### src/jbac_pkg.sv
// shared types and constants for the jitter buffer adaptation controller
`timescale 1ns / 1ps
`default_nettype none

package jbac_pkg;

    localparam int unsigned CfgIdxW  = 3;
    localparam int unsigned CfgDataW = 20;

    typedef enum logic [CfgIdxW-1:0] {
        CFG_FILL_MIN        = 3'd0,
        CFG_FILL_MAX        = 3'd1,
        CFG_WAIT_MIN_MS     = 3'd2,
        CFG_WAIT_MAX_MS     = 3'd3,
        CFG_FRAME_US        = 3'd4,
        CFG_JITTER_LIMIT_US = 3'd5,
        CFG_GUARD_SECONDS   = 3'd6
    } t_cfg_idx;

    typedef struct packed {
        logic [7:0]  fill_min;
        logic [7:0]  fill_max;
        logic [7:0]  wait_min_ms;
        logic [7:0]  wait_max_ms;
        logic [15:0] frame_us;
        logic [19:0] jitter_limit_us;
        logic [7:0]  guard_seconds;
    } t_cfg;

    localparam logic [7:0]  FillMinRst       = 8'd2;
    localparam logic [7:0]  FillMaxRst       = 8'd8;
    localparam logic [7:0]  WaitMinRst       = 8'd4;
    localparam logic [7:0]  WaitMaxRst       = 8'd20;
    localparam logic [15:0] FrameUsRst       = 16'd10000;
    localparam logic [19:0] JitterLimitUsRst = 20'd15000;
    localparam logic [7:0]  GuardSecondsRst  = 8'd5;

    // one tick of statistics
    typedef struct packed {
        logic [9:0]  concealed_count;
        logic [9:0]  dropped_count;
        logic [7:0]  queue_fill;
        logic [20:0] playout_error_us;
        logic [19:0] jitter_meas_us;
        logic        burst_seen;
    } t_in_item;

    // decisions of the level rules that the offset path needs
    typedef struct packed {
        logic       burst;
        logic       pull_in;
        logic       quiet;
        logic [7:0] nt_mid;
    } t_step_ctrl;

    // phase error thresholds
    localparam logic signed [20:0] PullInErrUs  = 21'sd8000;
    localparam logic signed [20:0] BacklogErrUs = 21'sd2000;
    localparam logic signed [20:0] StuckErrUs   = 21'sd22000;
    localparam logic signed [20:0] QuietPosUs   = 21'sd3000;
    localparam logic signed [20:0] QuietNegUs   = -21'sd3000;

    // correction terms
    localparam logic [16:0] PullInBiasUs  = 17'd2000;
    localparam logic [16:0] StepCapUs     = 17'd9000;
    localparam logic [16:0] FrameSlackUs  = 17'd4000;
    localparam logic [18:0] BacklogUsStep = 19'd1800;
    localparam logic [16:0] QuietPosCapUs = 17'd1500;
    localparam logic [16:0] QuietNegCapUs = 17'd1000;

    localparam logic [1:0]  StuckLimit    = 2'd3;

endpackage

`default_nettype wire

### src/jitter_buffer_adaptation_controller_unit.sv
// top level of the jitter buffer adaptation controller
`timescale 1ns / 1ps
`default_nettype none

// Once-per-second adaptation step for an audio jitter buffer. Each request on the input
// stream carries one second of statistics and yields exactly one result carrying the new
// target fill, packet wait, accumulated clock offset and the burst and resync flags. The
// block sustains one request per clock unless results stall: a request sits in an input
// register while the rule logic and the offset adder update the state, and the result is
// registered at the output; the state update loop sets the rate. That output register
// decouples the two sides, so a stalled result holds back at most one more request. The
// user must write registers through the cfg channel (0 fill_min, 1 fill_max, 2 wait_min_ms,
// 3 wait_max_ms, 4 frame_us, 5 jitter_limit_us, 6 guard_seconds) only while the block is
// idle, which it does not enforce; other indexes are ignored; a write never disturbs the state.
module jitter_buffer_adaptation_controller_unit (
    input  wire logic                          i_clk,
    input  wire logic                          i_rst_n,
    // statistics stream
    input  wire logic                          i_s_axis_tvalid,
    output logic                               o_s_axis_tready,
    // concealed_count, dropped_count, queue_fill, playout_error_us, jitter_meas_us, zero pad
    input  wire logic [71:0]                   i_s_axis_tdata,
    // burst_seen
    input  wire logic [0:0]                    i_s_axis_tuser,
    // result stream
    output logic                               o_m_axis_tvalid,
    input  wire logic                          i_m_axis_tready,
    // target_fill, packet_wait_ms, offset_corr_us
    output logic [47:0]                        o_m_axis_tdata,
    // resync_request, burst_active
    output logic [1:0]                         o_m_axis_tuser,
    // configuration writes
    input  wire logic                          i_cfg_valid,
    output logic                               o_cfg_ready,
    input  wire logic [jbac_pkg::CfgIdxW-1:0]  i_cfg_index,
    input  wire logic [jbac_pkg::CfgDataW-1:0] i_cfg_data
);
    import jbac_pkg::*;

    t_cfg       w_cfg;
    t_in_item   w_in_item;
    t_step_ctrl w_ctrl;

    logic       r_in_valid;
    t_in_item   r_in_item;
    logic       r_out_valid;
    logic [47:0] r_out_data;
    logic [1:0] r_out_user;

    logic [7:0]  r_target_level, n_target_level;
    logic [7:0]  r_wait_level,   n_wait_level;
    logic [31:0] r_offset_accum, n_offset_accum;
    logic [7:0]  r_guard_left,   n_guard_left;
    logic [1:0]  r_stuck_count,  n_stuck_count;
    logic        w_resync;

    logic w_out_free;
    logic w_step_fire;
    logic w_in_accept;

    assign w_out_free      = !r_out_valid || i_m_axis_tready;
    assign w_step_fire     = r_in_valid && w_out_free;
    assign o_s_axis_tready = !r_in_valid || w_out_free;
    assign w_in_accept     = i_s_axis_tvalid && o_s_axis_tready;

    assign o_m_axis_tvalid = r_out_valid;
    assign o_m_axis_tdata  = r_out_data;
    assign o_m_axis_tuser  = r_out_user;

    always_comb begin
        w_in_item.concealed_count  = i_s_axis_tdata[9:0];
        w_in_item.dropped_count    = i_s_axis_tdata[19:10];
        w_in_item.queue_fill       = i_s_axis_tdata[27:20];
        w_in_item.playout_error_us = i_s_axis_tdata[48:28];
        w_in_item.jitter_meas_us   = i_s_axis_tdata[68:49];
        w_in_item.burst_seen       = i_s_axis_tuser[0];
    end

    jbac_cfg_regs u_cfg (
        .i_clk       (i_clk),
        .i_rst_n     (i_rst_n),
        .i_cfg_valid (i_cfg_valid),
        .o_cfg_ready (o_cfg_ready),
        .i_cfg_index (i_cfg_index),
        .i_cfg_data  (i_cfg_data),
        .o_cfg       (w_cfg)
    );

    jbac_level_rules u_levels (
        .i_cfg          (w_cfg),
        .i_item         (r_in_item),
        .i_target_level (r_target_level),
        .i_wait_level   (r_wait_level),
        .i_guard_left   (r_guard_left),
        .i_stuck_count  (r_stuck_count),
        .o_ctrl         (w_ctrl),
        .o_target_next  (n_target_level),
        .o_wait_next    (n_wait_level),
        .o_guard_next   (n_guard_left),
        .o_stuck_next   (n_stuck_count),
        .o_resync       (w_resync)
    );

    jbac_offset_calc u_offset (
        .i_frame_us    (w_cfg.frame_us),
        .i_item        (r_in_item),
        .i_ctrl        (w_ctrl),
        .i_offset      (r_offset_accum),
        .o_offset_next (n_offset_accum)
    );

    // control and state
    always_ff @(posedge i_clk) begin
        if (!i_rst_n) begin
            r_in_valid     <= 1'b0;
            r_out_valid    <= 1'b0;
            r_target_level <= FillMinRst;
            r_wait_level   <= WaitMinRst;
            r_offset_accum <= 32'd0;
            r_guard_left   <= 8'd0;
            r_stuck_count  <= 2'd0;
        end else begin
            if (w_in_accept) begin
                r_in_valid <= 1'b1;
            end else if (w_step_fire) begin
                r_in_valid <= 1'b0;
            end

            if (w_step_fire) begin
                r_out_valid    <= 1'b1;
                r_target_level <= n_target_level;
                r_wait_level   <= n_wait_level;
                r_offset_accum <= n_offset_accum;
                r_guard_left   <= n_guard_left;
                r_stuck_count  <= n_stuck_count;
            end else if (i_m_axis_tready) begin
                r_out_valid <= 1'b0;
            end
        end
    end

    // payload
    always_ff @(posedge i_clk) begin
        if (w_in_accept) begin
            r_in_item <= w_in_item;
        end
        if (w_step_fire) begin
            r_out_data <= {n_offset_accum, n_wait_level, n_target_level};
            r_out_user <= {w_ctrl.burst, w_resync};
        end
    end

    a_stuck_below_limit: assert property (@(posedge i_clk) disable iff (!i_rst_n)
        r_stuck_count != StuckLimit)
        else $error("stuck counter reached its limit in the register");

    a_resync_clears_stuck: assert property (@(posedge i_clk) disable iff (!i_rst_n)
        w_step_fire && w_resync |=> r_stuck_count == 2'd0)
        else $error("resync request did not clear the stuck counter");

    a_guard_counts_down: assert property (@(posedge i_clk) disable iff (!i_rst_n)
        w_step_fire && !r_in_item.burst_seen && r_guard_left != 8'd0
        |=> r_guard_left == $past(r_guard_left) - 8'd1)
        else $error("burst guard did not count down");

    a_pending_request_held: assert property (@(posedge i_clk) disable iff (!i_rst_n)
        r_in_valid && !w_step_fire |=> r_in_valid && $stable(r_in_item))
        else $error("pending request lost or overwritten");

endmodule

`default_nettype wire

### src/jbac_cfg_regs.sv
// configuration register file
`timescale 1ns / 1ps
`default_nettype none

module jbac_cfg_regs (
    input  wire logic                         i_clk,
    input  wire logic                         i_rst_n,
    input  wire logic                         i_cfg_valid,
    output logic                              o_cfg_ready,
    input  wire logic [jbac_pkg::CfgIdxW-1:0] i_cfg_index,
    input  wire logic [jbac_pkg::CfgDataW-1:0] i_cfg_data,
    output jbac_pkg::t_cfg                    o_cfg
);
    import jbac_pkg::*;

    t_cfg r_cfg;

    assign o_cfg_ready = 1'b1;
    assign o_cfg       = r_cfg;

    always_ff @(posedge i_clk) begin
        if (!i_rst_n) begin
            r_cfg.fill_min        <= FillMinRst;
            r_cfg.fill_max        <= FillMaxRst;
            r_cfg.wait_min_ms     <= WaitMinRst;
            r_cfg.wait_max_ms     <= WaitMaxRst;
            r_cfg.frame_us        <= FrameUsRst;
            r_cfg.jitter_limit_us <= JitterLimitUsRst;
            r_cfg.guard_seconds   <= GuardSecondsRst;
        end else if (i_cfg_valid) begin
            unique case (t_cfg_idx'(i_cfg_index))
                CFG_FILL_MIN:        r_cfg.fill_min        <= i_cfg_data[7:0];
                CFG_FILL_MAX:        r_cfg.fill_max        <= i_cfg_data[7:0];
                CFG_WAIT_MIN_MS:     r_cfg.wait_min_ms     <= i_cfg_data[7:0];
                CFG_WAIT_MAX_MS:     r_cfg.wait_max_ms     <= i_cfg_data[7:0];
                CFG_FRAME_US:        r_cfg.frame_us        <= i_cfg_data[15:0];
                CFG_JITTER_LIMIT_US: r_cfg.jitter_limit_us <= i_cfg_data[19:0];
                CFG_GUARD_SECONDS:   r_cfg.guard_seconds   <= i_cfg_data[7:0];
                default: begin
                end
            endcase
        end
    end

endmodule

`default_nettype wire

### src/jbac_level_rules.sv
// burst mode, fill and wait level rules, guard countdown and stuck detection
`timescale 1ns / 1ps
`default_nettype none

module jbac_level_rules (
    input  jbac_pkg::t_cfg       i_cfg,
    input  jbac_pkg::t_in_item   i_item,
    input  wire logic [7:0]      i_target_level,
    input  wire logic [7:0]      i_wait_level,
    input  wire logic [7:0]      i_guard_left,
    input  wire logic [1:0]      i_stuck_count,
    output jbac_pkg::t_step_ctrl o_ctrl,
    output logic [7:0]           o_target_next,
    output logic [7:0]           o_wait_next,
    output logic [7:0]           o_guard_next,
    output logic [1:0]           o_stuck_next,
    output logic                 o_resync
);
    import jbac_pkg::*;

    logic signed [20:0] err;
    logic [7:0]  guard_eff;
    logic        burst;
    logic        pull_in;
    logic        quiet;
    logic        stuck_cond;
    logic [7:0]  nt0, nt1, nt2, nt3;
    logic [7:0]  nw0, nw1, nw2, nw3;
    logic [8:0]  wait_grow;
    logic [1:0]  stuck1;

    always_comb begin
        err = i_item.playout_error_us;

        // a burst flag reloads the guard before burst mode is decided
        guard_eff = i_item.burst_seen ? i_cfg.guard_seconds : i_guard_left;
        burst     = (guard_eff != 8'd0) || (i_item.jitter_meas_us >= i_cfg.jitter_limit_us);
        o_guard_next = (guard_eff != 8'd0) ? guard_eff - 8'd1 : 8'd0;

        nt0 = burst ? i_cfg.fill_max    : i_target_level;
        nw0 = burst ? i_cfg.wait_max_ms : i_wait_level;

        // growth on heavy concealment, shrink on a clean second with backlog
        nt1 = nt0;
        nw1 = nw0;
        wait_grow = {1'b0, nw0} + 9'd2;
        if (!burst && i_item.concealed_count >= 10'd4) begin
            if (nt0 < i_cfg.fill_max) begin
                nt1 = nt0 + 8'd1;
            end
            if (nw0 < i_cfg.wait_max_ms) begin
                nw1 = wait_grow[8] ? 8'hFF : wait_grow[7:0];
            end
        end else if (!burst && i_item.concealed_count == 10'd0
                     && {1'b0, i_item.queue_fill} >= {1'b0, nt0} + 9'd1) begin
            if (nt0 > i_cfg.fill_min) begin
                nt1 = nt0 - 8'd1;
            end
            if (nw0 > i_cfg.wait_min_ms) begin
                nw1 = nw0 - 8'd1;
            end
        end

        // large lag with a queue: fall back to the minimum levels
        pull_in = (err > PullInErrUs)
                  && ({1'b0, i_item.queue_fill} > {1'b0, i_cfg.fill_min} + 9'd1);
        nt2 = pull_in ? i_cfg.fill_min    : nt1;
        nw2 = pull_in ? i_cfg.wait_min_ms : nw1;

        // stuck-high detection
        stuck_cond = (err > StuckErrUs)
                     && ({2'b0, i_item.queue_fill} >= {2'b0, i_cfg.fill_min} + 10'd3)
                     && (i_item.concealed_count == 10'd0);
        if (!stuck_cond) begin
            stuck1 = 2'd0;
        end else if (i_stuck_count < StuckLimit) begin
            stuck1 = i_stuck_count + 2'd1;
        end else begin
            stuck1 = i_stuck_count;
        end
        o_resync     = (stuck1 == StuckLimit);
        o_stuck_next = o_resync ? 2'd0 : stuck1;

        // quiet second: trim levels when the queue has drained to target
        quiet = !burst && (i_item.concealed_count == 10'd0)
                && (i_item.dropped_count == 10'd0);
        nt3 = nt2;
        nw3 = nw2;
        if (quiet) begin
            if (i_item.queue_fill <= nt2 && nt2 > i_cfg.fill_min) begin
                nt3 = nt2 - 8'd1;
            end
            if (i_item.queue_fill <= nt3 && nw2 > i_cfg.wait_min_ms) begin
                nw3 = nw2 - 8'd1;
            end
        end

        o_target_next  = nt3;
        o_wait_next    = nw3;
        o_ctrl.burst   = burst;
        o_ctrl.pull_in = pull_in;
        o_ctrl.quiet   = quiet;
        o_ctrl.nt_mid  = nt2;
    end

endmodule

`default_nettype wire

### src/jbac_offset_calc.sv
// clock offset corrections and saturating accumulate
`timescale 1ns / 1ps
`default_nettype none

module jbac_offset_calc (
    input  wire logic [15:0]     i_frame_us,
    input  jbac_pkg::t_in_item   i_item,
    input  jbac_pkg::t_step_ctrl i_ctrl,
    input  wire logic [31:0]     i_offset,
    output logic [31:0]          o_offset_next
);
    import jbac_pkg::*;

    // floor(x / 3) for x below 2^15, reciprocal multiply
    function automatic logic [13:0] div3_u15(input logic [14:0] x);
        logic [31:0] p;
        p = 32'(x) * 32'd43691;
        return p[30:17];
    endfunction

    // floor(x / 10) for x below 2^15
    function automatic logic [11:0] div10_u15(input logic [14:0] x);
        logic [31:0] p;
        p = 32'(x) * 32'd52429;
        return p[30:19];
    endfunction

    logic signed [20:0] err;
    logic signed [20:0] half_frame;
    logic [20:0] mag;
    logic [14:0] mag15;
    logic [13:0] q3;
    logic [11:0] q10;
    logic [15:0] pull_sum;
    logic [16:0] c1, c2, c3, c4p, c4n;
    logic [16:0] frame_cap, c2a;
    logic [25:0] drop_prod;
    logic [7:0]  backlog;
    logic [18:0] backlog_us;
    logic [19:0] s3;
    logic [17:0] pos_sum;
    logic signed [18:0] corr;
    logic signed [33:0] acc;

    always_comb begin
        err        = i_item.playout_error_us;
        half_frame = {6'b0, i_frame_us[15:1]};
        mag        = err[20] ? 21'(-err) : err;
        // every divided term is capped well below what 15 bits can give
        mag15      = (mag > 21'd32767) ? 15'h7FFF : mag[14:0];
        q3         = div3_u15(mag15);
        q10        = div10_u15(mag15);

        // pull-in correction
        pull_sum = {1'b0, mag15[14:1]} + PullInBiasUs[15:0];
        c1 = 17'd0;
        if (i_ctrl.pull_in) begin
            c1 = ({1'b0, pull_sum} > StepCapUs) ? StepCapUs : {1'b0, pull_sum};
        end

        // concealment correction, limited by one frame plus slack and by the error
        drop_prod = 26'(i_item.concealed_count) * 26'(i_frame_us);
        frame_cap = {1'b0, i_frame_us} + FrameSlackUs;
        c2a = (drop_prod > 26'(frame_cap)) ? frame_cap : drop_prod[16:0];
        c2  = 17'd0;
        if (!i_ctrl.burst && i_item.concealed_count != 10'd0 && err > half_frame) begin
            c2 = (21'(c2a) > mag) ? mag[16:0] : c2a;
        end

        // backlog correction
        backlog    = i_item.queue_fill - i_ctrl.nt_mid;
        backlog_us = 19'(backlog) * BacklogUsStep;
        s3 = 20'(backlog_us) + 20'(q3);
        c3 = 17'd0;
        if (i_item.queue_fill > i_ctrl.nt_mid && err > BacklogErrUs) begin
            c3 = (s3 > 20'(StepCapUs)) ? StepCapUs : s3[16:0];
        end

        // fine trim on a quiet second
        c4p = 17'd0;
        c4n = 17'd0;
        if (i_ctrl.quiet && err > QuietPosUs) begin
            c4p = (17'(q3[13:1]) > QuietPosCapUs) ? QuietPosCapUs : 17'(q3[13:1]);
        end
        if (i_ctrl.quiet && err < QuietNegUs) begin
            c4n = (17'(q10) > QuietNegCapUs) ? QuietNegCapUs : 17'(q10);
        end

        // all terms of one step share a sign, so clamping the total once
        // matches clamping after every term
        pos_sum = 18'(c1) + 18'(c2) + 18'(c3) + 18'(c4p);
        corr    = (c4n != 17'd0) ? -$signed({2'b0, c4n}) : $signed({1'b0, pos_sum});
        acc     = $signed({{2{i_offset[31]}}, i_offset}) + 34'(corr);

        if (acc[33:31] == 3'b000 || acc[33:31] == 3'b111) begin
            o_offset_next = acc[31:0];
        end else if (acc[33]) begin
            o_offset_next = 32'h8000_0000;
        end else begin
            o_offset_next = 32'h7FFF_FFFF;
        end
    end

endmodule

`default_nettype wire
### config.mk
export PLATFORM = sky130hd
export DESIGN_NAME = jitter_buffer_adaptation_controller_unit
export DESIGN_NICKNAME = d
export VERILOG_FILES = /design/src/jbac_pkg.sv /design/src/jitter_buffer_adaptation_controller_unit.sv /design/src/jbac_cfg_regs.sv /design/src/jbac_level_rules.sv /design/src/jbac_offset_calc.sv
export SDC_FILE = /design/constraint.sdc
export NUM_CORES = 2
export LEC_CHECK = 0
export ABC_CLOCK_PERIOD_IN_PS = 28200
export BUFFER_PORTS_ARGS = -buffer_cell sky130_fd_sc_hd__buf_2
export CAP_MARGIN = 20
export CORE_UTILIZATION = 55
export CTS_BUF_LIST = sky130_fd_sc_hd__clkbuf_8 sky130_fd_sc_hd__clkbuf_16
export DETAILED_ROUTE_END_ITERATION = 8
export PLACE_DENSITY = 0.73
export SYNTH_ARGS = -nofsm -noshare
export SYNTH_HDL_FRONTEND = slang
export SYNTH_SLANG_ARGS = --single-unit
export TNS_END_PERCENT = 30
### constraint.sdc
create_clock -name i_clk -period 28.2 [get_ports i_clk]
set_input_delay 1.41 -clock i_clk [delete_from_list [all_inputs] [get_ports i_clk]]
set_output_delay 1.41 -clock i_clk [all_outputs]
set_load 0.01 [all_outputs]
# Word-level counts from Yosys, hierarchy flattened
# Cells that the tools add are included.
# word_totals
register_bits,256
inputBits,101
# classes
addsub,21
mul,4
n_lt_le_gt_ge,28
n_eq_ne,8
muxes,43
reduce_logical,39
# ops
op,n
$mux W8,20
$mux W17,8
$mux W32,2
$mul A15 B16 Y31 const B,2
$gt A8 B8 Y1,5
$sub A8 B1 Y8 const B,5
$add A18 B17 Y18,2
$add A32 B19 Y33,1
$gt A26 B17 Y1,1
$mul A10 B16 Y26,1
$gt A17 B21 Y1,1
$gt A21 B12 Y1 const B,1
$gt A21 B13 Y1 const B,1
$gt A21 B14 Y1 const B,1
$gt A21 B15 Y1 const B,1
$gt A21 B16 Y1,1
$gt A21 B16 Y1 const B,1
$lt A21 B13 Y1 const B,1
$mux W21,1
$neg A21 Y21,1
$add A19 B14 Y20,1
$ge A20 B20 Y1,1
$gt A20 B14 Y1 const B,1
$logic_not A10 Y1,2
other kinds (40),81

# Longest topological paths before layout
# logic_depth
word_depth,23
ltp_mapped,91

# By module
# From an unflattened synthesis, not the netlist that was laid out.
# hier_totals
cells_unflattened,3865
hier_area_um2,34722.1
# by_module_without_submodules
module,instances,cells_each,area_per_inst_um2,seq_area_each_um2
jbac_offset_calc,1,2453,20522.2,0.0
jitter_buffer_adaptation_controller_unit,1,382,6035.8,4804.6
jbac_level_rules,1,741,5206.2,0.0
jbac_cfg_regs,1,289,2957.8,1521.5

# Worst setup path before layout
# No wires, ideal clock.
# synth_timing
kind,register to register
startpoint,register r_in_item[24] (netlist bit)
endpoint,register r_offset_accum[26]
setup_time_ns,0.128
arrival_time_ns,17.862
required_time_ns,28.072
path_slack_ns,10.210
stages_incl_launch_ff,82
period_less_slack_ns,17.990
path_cell_list,edfxtp_1 or3_1 or3_1 or3_1 nor3_1 nand2_1 mux2_2 o21ai_1 and3_1 clkbuf_1 clkbuf_1 nand2_1 ha_1 fa_1 fa_1 inv_1 fa_1 inv_1 [46 not listed] a21oi_1 nor4_1 a311o_1 a21oi_1 ha_1 nand3_1 a211oi_1 o41ai_1 a21oi_1 a221o_1 nand2_1 o31a_1 xnor2_1 nor2_1 or2_2 clkbuf_1 buf_1 o21ai_0
# synth_between
elab_chain_len,16
word_cells_on_any_way,49
cone_classes,add/sub: 9; mul: 3; order compare: 12; eq/ne: 1; mux: 16; reduce/logical: 8
# synth_rtl
element,line,rtl
"start, declared",jitter_buffer_adaptation_controller_unit.sv:45,t_in_item r_in_item;
"start signal, assigned",jitter_buffer_adaptation_controller_unit.sv:145,r_in_item <= w_in_item;
$neg A21 Y21 or $gt A21 B14 Y1 (tied branches),"jbac_offset_calc.sv:48, jbac_level_rules.sv:65",
$mux W21 or $logic_and A1 B1 Y1 (tied branches),"jbac_offset_calc.sv:48, jbac_level_rules.sv:66",
$gt A21 B15 Y1 or $mux W8 (tied branches),"jbac_offset_calc.sv:50, jbac_level_rules.sv:67",
$mux W15 or $sub A8 B8 Y8 (tied branches),"jbac_offset_calc.sv:50, jbac_offset_calc.sv:71",
"$mul A15 B16 Y31, or another cell as far along",jbac_offset_calc.sv:17,p = 32'(x) * 32'd43691;
$add A19 B14 Y20 or $gt A16 B14 Y1 (tied branches),"jbac_offset_calc.sv:73, jbac_offset_calc.sv:58",
$gt A20 B14 Y1 or $mux W16 (tied branches),"jbac_offset_calc.sv:76, jbac_offset_calc.sv:58",
"$mux W17, on equally long branches","jbac_offset_calc.sv:76, jbac_offset_calc.sv:57",
$mux W17 or $add A17 B17 Y18 (tied branches),"jbac_offset_calc.sv:75, jbac_offset_calc.sv:91",
$add A18 B17 Y18 (2 in series),jbac_offset_calc.sv:91,pos_sum = 18'(c1) + 18'(c2) + 18'(c3) + 18'(c4p);
$mux W19 (*),jbac_offset_calc.sv:92,"corr = (c4n != 17'd0) ? -$signed({2'b0, c4n}) : $signed({1'b0, pos_sum});"
$add A32 B19 Y33 (*),jbac_offset_calc.sv:93,"acc = $signed({{2{i_offset[31]}}, i_offset}) + 34'(corr);"
$eq A3 B3 Y1 or $logic_not A3 Y1 (tied branches),jbac_offset_calc.sv:95,if (acc[33:31] == 3'b000 || acc[33:31] == 3'b111) begin
$logic_or A1 B1 Y1,jbac_offset_calc.sv:95,
$mux W32 (*),jbac_offset_calc.sv:95,
"end signal, assigned",jitter_buffer_adaptation_controller_unit.sv:133,r_offset_accum <= n_offset_accum;
"end, declared",jitter_buffer_adaptation_controller_unit.sv:52,"logic [31:0] r_offset_accum, n_offset_accum;"
# Mark *: on every way between the ends. The rest lies on a longest branch, timed or not.
# A chain may end at the register's enable or synchronous reset.

# Final worst setup path
# layout_timing
startpoint,register r_in_item[0] (netlist bit)
endpoint,register r_offset_accum[21]
# layout_between
elab_chain_len,23
word_cells_on_any_way,47
cone_classes,add/sub: 10; mul: 1; order compare: 5; eq/ne: 1; mux: 15; reduce/logical: 15
# layout_rtl
element,line,rtl
$mux W8 (*),jbac_level_rules.sv:36,guard_eff = i_item.burst_seen ? i_cfg.guard_seconds : i_guard_left;
$reduce_bool A8 Y1 (*),jbac_level_rules.sv:37,burst = (guard_eff != 8'd0) || (i_item.jitter_meas_us >= i_cfg.jitter_limit_us);
$logic_or A1 B1 Y1 (*),jbac_level_rules.sv:37,
$mux W8,jbac_level_rules.sv:40,nt0 = burst ? i_cfg.fill_max : i_target_level;
$add A8 B1 Y9,jbac_level_rules.sv:55,"&& {1'b0, i_item.queue_fill} >= {1'b0, nt0} + 9'd1) begin"
$ge A8 B9 Y1,jbac_level_rules.sv:55,
$logic_and A1 B1 Y1,jbac_level_rules.sv:55,
$mux W8,jbac_level_rules.sv:54,end else if (!burst && i_item.concealed_count == 10'd0
[6 not listed],n/a,
$mux W17,jbac_offset_calc.sv:76,c3 = (s3 > 20'(StepCapUs)) ? StepCapUs : s3[16:0];
$mux W17,jbac_offset_calc.sv:75,if (i_item.queue_fill > i_ctrl.nt_mid && err > BacklogErrUs) begin
$add A18 B17 Y18 (2 in series),jbac_offset_calc.sv:91,
$mux W19 (*),jbac_offset_calc.sv:92,
$add A32 B19 Y33 (*),jbac_offset_calc.sv:93,
$eq A3 B3 Y1 or $logic_not A3 Y1 (tied branches),jbac_offset_calc.sv:95,
$logic_or A1 B1 Y1,jbac_offset_calc.sv:95,
$mux W32 (*),jbac_offset_calc.sv:95,
# Marked as above.

==> results.json <==
{
  "ioPinCount": 154,
  "drive_above_1_share": 0.0762,
  "drtIter0Drc": 1889,
  "drt_wl_total_um": 84000,
  "ir_drop_uv": 79.1,
  "wl_met3_um": 4370,
  "grt_pass1_wl_um": 137000,
  "viasPerCell": 5.73,
  "hold_viol_final": 0,
  "core_area_mm2": 0.0596,
  "fin_crit_ns": 20.76,
  "ant_nets": 0,
  "cts_resized": 0,
  "cp-end-kind": "flop",
  "wl_met1_um": 36600,
  "critPathBufInv": 6,
  "cts_inserted_buffers": 30,
  "critical_path.top_delay_family": "compound AO/OA/AOI/OAI gates",
  "grt_max_degree": 71,
  "leakagePower_nw": 17.0,
  "firstDrtPassIters": 5,
  "worst_pin_slew_ns": 1.12,
  "die_area_mm2": 0.0617,
  "rrSetupSlack_ns": 7.44,
  "vias": 27100,
  "path_class": "flop to flop",
  "yosysUniqueCellTypes": 101,
  "synth_seq_cells": 256,
  "ys_seq_area_frac": 0.189,
  "root_buffer": "clkbuf_16",
  "ctsHtreeMaxLevel": 1,
  "rows": 89,
  "die_h_um": 248,
  "crit_slowest_cell": "edfxtp_1",
  "nets": 4841,
  "antenna_found_initial": 4,
  "preCtsSetupSlack_ns": 7.62,
  "io_buffer_count": 149,
  "worstPathRequired_ns": 28.63,
  "slew_viol_final": 0,
  "synth_edf_count": 120,
  "fin_util": 0.603,
  "initial_utilization": 0.561,
  "fin_skew_ns": 0.0527,
  "most-common-layout-cells": "ha_1, inv_1, nand2_1, fa_1, a21oi_1",
  "top_layer_used": "met5",
  "relSlewSlack": 0.247,
  "routabilityCongestion": 0.959,
  "hold_path_class": "flop to flop",
  "worstPathMaxFanout": 29,
  "holdPathEnd": "r_guard_left[0]$_SDFFE_PN0P_",
  "yosys_warnings": 0,
  "critPathArrivalTime_ns": 21.19,
  "final_common_cell": "ha_1",
  "die_w_um": 248,
  "clock_path_buffers": 3,
  "status": "finished clean",
  "rr_endpoint": "r_offset_accum[21]$_SDFFE_PN0P_",
  "grt_pass1_vias": 26800,
  "clkLatencyLatePin_ns": 0.62,
  "synth_area_per_cell_um2": 8.71,
  "rr_startpoint": "r_in_item[0]$_DFFE_PP_",
  "slowest_delay_ns": 0.92,
  "period_share": 0.736,
  "cts_tree": "done",
  "hold_depth": 2,
  "ys_async_sr_fraction": 0,
  "overflow": 0,
  "fmax_mhz": 48.2,
  "drcViolationCount": 0,
  "routedWlPerCell_um": 17.7,
  "fin_ws_ns": 7.44,
  "track_usage": 0.272,
  "finalPower_mw": 2.82,
  "cts_sinks": 256,
  "min_from": "r_guard_left[0]$_SDFFE_PN0P_",
  "hold_ws_ns": 0.452,
  "met2_wirelength_um": 39600,
  "power_density_mw_per_mm2": 78.4,
  "r2r_cells": 86,
  "setup_tns_ns": 0,
  "setup_viol": 0,
  "area_growth_syn_to_layout_pct": 7.59,
  "startpoint_type": "flop",
  "dp_hpwl_um": 67400,
  "clk_pin_slew_ns": 0.06,
  "synth_flop_cell": "dfxtp_1",
  "drv_cap": 0,
  "rsz0062_at_grt": "no",
  "post-cts-setup-buffers": 0,
  "netlist_instances": 3838,
  "synth_area_mm2": 0.0334,
  "cts_hold_buf": 0
}
power breakdown:
part	internal, mW	switching (mW)
sequential	0.426	0.0254
combinational	0.817	1.16
clock	0.227	0.168
total	1.47	1.35
state kept, by name (all words and copies together), names as in the netlist:
| signal | cells |
|---|---|
| r_in_valid | 1 |
| u_cfg.o_cfg | 76 |
| r_stuck_count | 2 |
| o_m_axis_tdata | 48 |
| r_in_item | 70 |
| o_m_axis_tvalid | 1 |
| r_target_level | 8 |
| o_m_axis_tuser | 2 |
| r_guard_left | 8 |
| r_wait_level | 8 |
| r_offset_accum | 32 |
per-stage QoR:
step,cell area (um2),instances
after global routing,36000,4735
final,36000,4736
after global placement,34900,4679
after floorplan,33400,3843
after detailed placement,34900,4679
after CTS,36000,4735
worst reg2reg max path, delay by kind of cell, from the launching register on:
family / cells / cell delay [ns]
AOI/OAI and AO/OA: 35 / 6.77
and+or+nand+nor: 24 / 5.60
muxes: 3 / 1.29
DFF: 1 / 0.92
buffers and inverters: 6 / 0.78
xor gates and xnor gates: 4 / 0.67
adders and majority gates: 14 / 4.56
area by class of cell:
cell class,instances,area (um2)
sequential,256,6330
clock inverter,20,168
fill,5312,23600
antenna,1,2.50
clock buffer,36,856
multi-input combinational,2962,24800
timing repair buffer,172,918
tap,773,967
inverter,516,1940
worst max path at each step:
stage / startpoint / end / depth (start not counted)
final: r_in_item[0]$_DFFE_PP_ / r_offset_accum[21]$_SDFFE_PN0P_ / 86
after global routing: r_in_item[0]$_DFFE_PP_ / r_offset_accum[19]$_SDFFE_PN0P_ / 86
after CTS: r_in_item[0]$_DFFE_PP_ / r_offset_accum[21]$_SDFFE_PN0P_ / 86
after detailed placement: r_in_item[24]$_DFFE_PP_ / r_offset_accum[16]$_SDFFE_PN0P_ / 79
after global placement: r_in_item[0]$_DFFE_PP_ / r_offset_accum[15]$_SDFFE_PN0P_ / 86
after floorplan: r_in_item[24]$_DFFE_PP_ / r_offset_accum[26]$_SDFFE_PN0P_ / 81
Yosys cell counts (all sizes together) (40+ instances only):
library cell  count  area [um2]
ha              536        6710
inv             513        1930
nand2           446        1670
fa              266        5330
a21oi           229        1150
nor2            217         815
o21ai           165         826
dfxtp           136        2720
xnor2           129        1130
edfxtp          120        3600
and2             98         613
clkbuf           97         364
nand3            75         375
nor3             74         387
a21o             65         488
xor2             51         447
nor2b            47         294
mux2i            40         400
nand2b           40         250
cell families after synthesis:
family                   synth area share
buffers and inverters              0.0707
adder cells (fa/ha/maj)             0.368
AND/OR/NAND/NOR                     0.167
multiplexers                       0.0171
AO/OA/AOI/OAI                       0.139
XOR/XNOR                           0.0478
flip-flops                          0.189
other                            0.000225
routing by layer:
| metal | vias up | GRT usage |
|---|---|---|
| met5 | - | 0 |
| met2 | 691 | 0.465 |
| met4 | 8 | 0.105 |
| met3 | 186 | 0.0340 |
| li1 | 13300 | - |
| met1 | 12900 | 0.350 |
(Power assumes the default switching activity.)
